**src/rtl/tfc_pkg.sv**
```systemverilog
package tfc_pkg;

  // Field widths
  localparam int unsigned WORD_W    = 64;
  localparam int unsigned CFG_W     = 16;
  localparam int unsigned CFG_IDX_W = 2;
  localparam int unsigned IDX_W     = 13;
  localparam int unsigned TLEN_W    = 12;
  localparam int unsigned STATUS_W  = 2;

  // Frame constants
  localparam logic [7:0] HEADER_ID_VALUE   = 8'hAA;
  localparam logic [7:0] FOOTER_ID_VALUE   = 8'h55;
  localparam logic [1:0] STATE_BOTH        = 2'b11;  // info bits 7..6 both set
  localparam logic [1:0] STATE_BUFFER_FULL = 2'b10;  // info bits 7..6 = buffer full
  localparam int unsigned CONTINUE_BIT     = 4;

  // Reset values of the configuration registers
  localparam logic [CFG_W-1:0] RISE_RESET = 16'd32;
  localparam logic [CFG_W-1:0] FALL_RESET = 16'd0;

  // Register indexes
  localparam logic [CFG_IDX_W-1:0] REG_RISE = 2'd0;
  localparam logic [CFG_IDX_W-1:0] REG_FALL = 2'd1;

  // Status codes
  localparam logic [STATUS_W-1:0] ST_OK   = 2'd0;
  localparam logic [STATUS_W-1:0] ST_FAIL = 2'd1;
  localparam logic [STATUS_W-1:0] ST_LAST = 2'd2;
  localparam logic [STATUS_W-1:0] ST_FULL = 2'd3;

  // Everything the back end needs from one frame
  typedef struct packed {
    logic [TLEN_W-1:0] trig_len;
    logic [7:0]        info;
    logic              hdr_ok;
    logic              rise_ok;
    logic              fall_ok;
    logic [23:0]       charge;
    logic [23:0]       stamp;
    logic              foot_ok;
    logic [31:0]       obj_id;
  } frame_rec_t;

  typedef struct packed {
    logic       valid;
    frame_rec_t rec;
  } rec_beat_t;

endpackage

```
**src/rtl/tfc_front.sv**
```systemverilog
module tfc_front (
  input  logic                           clk,
  input  logic                           rst,
  input  logic                           in_valid,
  output logic                           in_stall,
  input  logic [tfc_pkg::WORD_W-1:0]     frame_word,
  input  logic                           cfg_wr_en,
  input  logic [tfc_pkg::CFG_IDX_W-1:0]  cfg_index,
  input  logic [tfc_pkg::CFG_W-1:0]      cfg_data,
  input  logic                           q_full,
  output tfc_pkg::rec_beat_t             push
);
  import tfc_pkg::*;

  logic [IDX_W-1:0]  word_index;
  logic [CFG_W-1:0]  rise_thr;
  logic [CFG_W-1:0]  fall_thr;
  frame_rec_t        cur;
  logic              accept;
  logic              is_last;
  logic              is_footer;
  logic [IDX_W-1:0]  len_ext;

  assign len_ext   = {1'b0, cur.trig_len};
  assign is_footer = (word_index == len_ext + IDX_W'(2));
  assign is_last   = (word_index == len_ext + IDX_W'(3));
  // Only the closing word needs a queue slot.
  assign in_stall  = is_last && q_full;
  assign accept    = in_valid && !in_stall;

  always_ff @(posedge clk) begin
    if (rst) begin
      word_index <= '0;
      rise_thr   <= RISE_RESET;
      fall_thr   <= FALL_RESET;
    end else begin
      if (cfg_wr_en) begin
        if (cfg_index == REG_RISE) rise_thr <= cfg_data;
        if (cfg_index == REG_FALL) fall_thr <= cfg_data;
      end
      if (accept) begin
        word_index <= is_last ? '0 : word_index + IDX_W'(1);
      end
    end
  end

  always_ff @(posedge clk) begin
    if (rst) begin
      cur <= '0;
    end else if (accept) begin
      if (word_index == IDX_W'(0)) begin
        cur.stamp    <= frame_word[23:0];
        cur.info     <= frame_word[31:24];
        cur.trig_len <= frame_word[43:32];
        cur.hdr_ok   <= (frame_word[63:56] == HEADER_ID_VALUE);
      end else if (word_index == IDX_W'(1)) begin
        cur.fall_ok  <= (frame_word[15:0] == fall_thr);
        cur.rise_ok  <= (frame_word[31:16] == rise_thr);
        cur.charge   <= frame_word[55:32];
      end
      if (is_footer) begin
        cur.obj_id  <= frame_word[31:0];
        cur.foot_ok <= (frame_word[63:56] == FOOTER_ID_VALUE);
      end
    end
  end

  assign push.valid = accept && is_last;
  assign push.rec   = cur;

endmodule

```
**config.mk**
```make
export PLATFORM = sky130hd
export DESIGN_NAME = tfc_front
export DESIGN_NICKNAME = d
export VERILOG_FILES = /design/src/rtl/tfc_pkg.sv /design/src/rtl/tfc_front.sv
export SDC_FILE = /design/constraint.sdc
export NUM_CORES = 1
export LEC_CHECK = 0
export ABC_AREA = 1
export BUFFER_PORTS_ARGS = -buffer_cell sky130_fd_sc_hd__buf_4
export CELL_PAD_IN_SITES_DETAIL_PLACEMENT = 0
export CELL_PAD_IN_SITES_GLOBAL_PLACEMENT = 1
export CORE_UTILIZATION = 34
export DETAILED_ROUTE_END_ITERATION = 6
export PLACE_DENSITY = 0.85
export RECOVER_POWER = 25
export SLEW_MARGIN = 25
export SYNTH_ARGS = -nofsm -noshare
export SYNTH_HDL_FRONTEND = slang
export SYNTH_SLANG_ARGS = --single-unit
```
**constraint.sdc**
```tcl
create_clock -name clk -period 2 [get_ports clk]
set_input_delay 0.1 -clock clk [delete_from_list [all_inputs] [get_ports clk]]
set_output_delay 0.1 -clock clk [all_outputs]
set_load 0.05 [all_outputs]
```
==> summary.txt <==
Slew at the pin closest to its max-slew limit - 684 ps
Final Slew Violations - 0
Unrepaired setup endpoints after global routing - yes
Min Hold Slack - 7.03 ps
Largest net degree at the start of global routing - 46
Width of the die - 160 um
Total track usage - 23.6%
Worst vdd ir - 0.000575 V
Vias in the first global route - 9,065
Final Non-Filler Cells - 2,024
Share of cells above drive strength 1 - 31.1%
Final setup margin - -444 ps
Clk sinks - 149
First-pass GRT wire length - 47.2 mm
Synth unique cells - 29
Synth Area per Inst - 6.12 um^2
Total negative slack - -34,970 ps
Post-route DRC - 0
CTS tree - done
Routed wire per std cell - 15.4 um
Number of synthesized register bits - 149
Die H - 160 um
Leak - 0.00646 uW
Commonest non-fill, non-tap cells in the layout - nand2_1, inv_1, buf_4, nor2_1, dfxtp_1
CTS max path bufs - 2
Root Driver - clkbuf_16
Worst EP arrival - 2340 ps
H-Tree Depth - 4
Gpl congestion - 0.905
HP Start - frame_word[50]
Pwr Density - 693 mW/mm^2
Reg clk slew, reported paths - 60 ps
Post-Route WL - 31.2 mm
Post-synthesis sequential area ratio - 35.3%
Post-Synthesis Cells - 1,381
Antenna-violating nets left - 0
Clock buffer count from CTS - 17
Outcome - complete, but fails checks
Final min period - 2440 ps
Total Nets Final - 1,781
Commonest non-fill, non-tap cell in the layout - nand2_1
Crit path from - push[93]$_SDFFE_PP0P_
MaxCap Viol Count - 0
Full die area - 0.0255 mm^2
Synth Net Count - 1,474
Period utilisation layout - 122%
Top-level I/O count - 193
Clk Latency, worst-skew pair - 430 ps
Final setup vio count - 109
Initial DRC Count - 643
TritonRoute pass-1 iters - 7
Initial antenna violation count - 0
Max Clock Skew - 13.7 ps
Pre-CTS WS - -357 ps
Number of buffers added on ports - 192
Ys flop type - dfxtp_1
Placed cells - 1,917
Placement row count - 57
Yosys Warn Count - 0
Worst Setup End Kind - output port
Startpoint types - flip-flop
Share of the synthesized area in the top cell type - 35.3%
P&R area growth vs syn - 55.2%
DP HPWL - 19.6 mm
Mapped cell area - 0.00845 mm^2
CP required - 1900 ps
Reg-to-Reg Start - push[93]$_SDFFE_PP0P_
CP Max Fanout - 4
Max transition margin - 54.3%
Hold crit path type - primary input to flip-flop
Final Hold Viols - 0
Core area - 0.0243 mm^2
Routed vias - 9,547
Ant diodes - 0
Synth area leader - dfxtp_1
Global route total overflow - 0
Setup Crit Path Kind - flip-flop to output port
Failing checks - negative setup slack
Post-DR vias/cell - 4.72
Synth area leaders - dfxtp_1, nand2_1, inv_1
Ys async rst share - 0%
Initial core utilization - 34.7%
Number of flops mapped to enable cells by yosys - 0
Fmax - 409 MHz
[routing by layer]
| layer | track usage (%) | vias up | share of wire, % |
|---|---|---|---|
| li1 | - | 4788 | - |
| met5 | 0 | - | 0 |
| met1 | 28.8 | 4384 | 42 |
| met2 | 40.3 | 318 | 48 |
| met3 | 5.70 | 57 | 6.6 |
| met4 | 8.13 | 0 | 2.9 |
[flip-flops by register name (all words and copies together), names as in the netlist]
register    cells
fall_thr       16
push          104
rise_thr       16
word_index     13
[cells in the mapped netlist, types with 6 or more instances]
cell	instances
o21ai_0	34
a21oi_1	30
nor2_1	184
nand4_1	119
buf_2	17
nor3_1	11
buf_1	11
xor2_1	18
ha_1	6
buf_6	6
clkbuf_1	31
inv_2	17
nand2_1	359
clkinv_1	10
xnor2_1	21
nand3_1	40
inv_1	298
dfxtp_1	149
[report_power, final]
group | total (uW) | switching, uW | internal, uW | leakage (uW)
logic | 2690 | 1640 | 1050 | 0.00497
registers | 3280 | 134 | 3150 | 0.00122
clock network | 3110 | 1380 | 1730 | 0.000269
total | 9080 | 3150 | 5930 | 0.00646
[path summary, 6_finish.rpt]
kind	cells after the start	slack (ps)	end
worst min register to register	2	460	fall_thr[6]$_SDFFE_PP0P_
worst min-delay path	5	7	push[75]$_SDFFE_PP0P_
worst max-delay path	14	-440	push[104]
worst max register to register	18	-400	push[13]$_SDFFE_PP0P_
[cell families after synthesis]
group / synth area share (%)
buffers and inverters: 18.2
AO/OA/AOI/OAI: 3.94
XOR/XNOR: 4.04
flip-flops: 35.3
adder cells (fa/ha/maj): 0.889
AND/OR/NAND/NOR: 37.6
[timing repair]
| item | CTS | global route |
|---|---|---|
| setup endpoints to repair | 118 | 119 |
| pin swaps | 16 | 48 |
| cloned | 17 | 8 |
| hold endpoints to repair | 41 | 0 |
| hold buffers | 24 | 0 |
| gates resized for setup | 76 | 205 |
| setup buffers | 24 | 12 |
[cell type report]
cell class	count	area, um^2
Fill cell	2350	11200
Multi-Input combinational cell	841	4600
Timing Repair Buffer	354	3310
Sequential cell	149	3010
Inverter	325	1230
Clock buffer	18	429
Tap cell	324	405
Clock inverter	13	124
[per-stage QoR]
step	utilization (%)	instance area (um^2)	power, uW
floorplan	-	8550	4720
global placement	44.4	10800	5530
detailed placement	44.4	10800	5550
CTS	51.8	12600	8990
global route	53.9	13100	9520
finish	53.9	13100	9080
[critical path: stages (launching register included)]
cell and delay [ps]:
dfxtp_4 360, inv_4 80, ha_4 180, inv_4 50
buf_6 110, nand2_4 50, nand3_1 70, nand2_2 80
buf_6 100, nand2_4 50, nor4_4 250, nand4_1 130
buf_6 150, nor2_4 100, buf_8 150
Note: power is estimated with default switching activity, not from simulation.
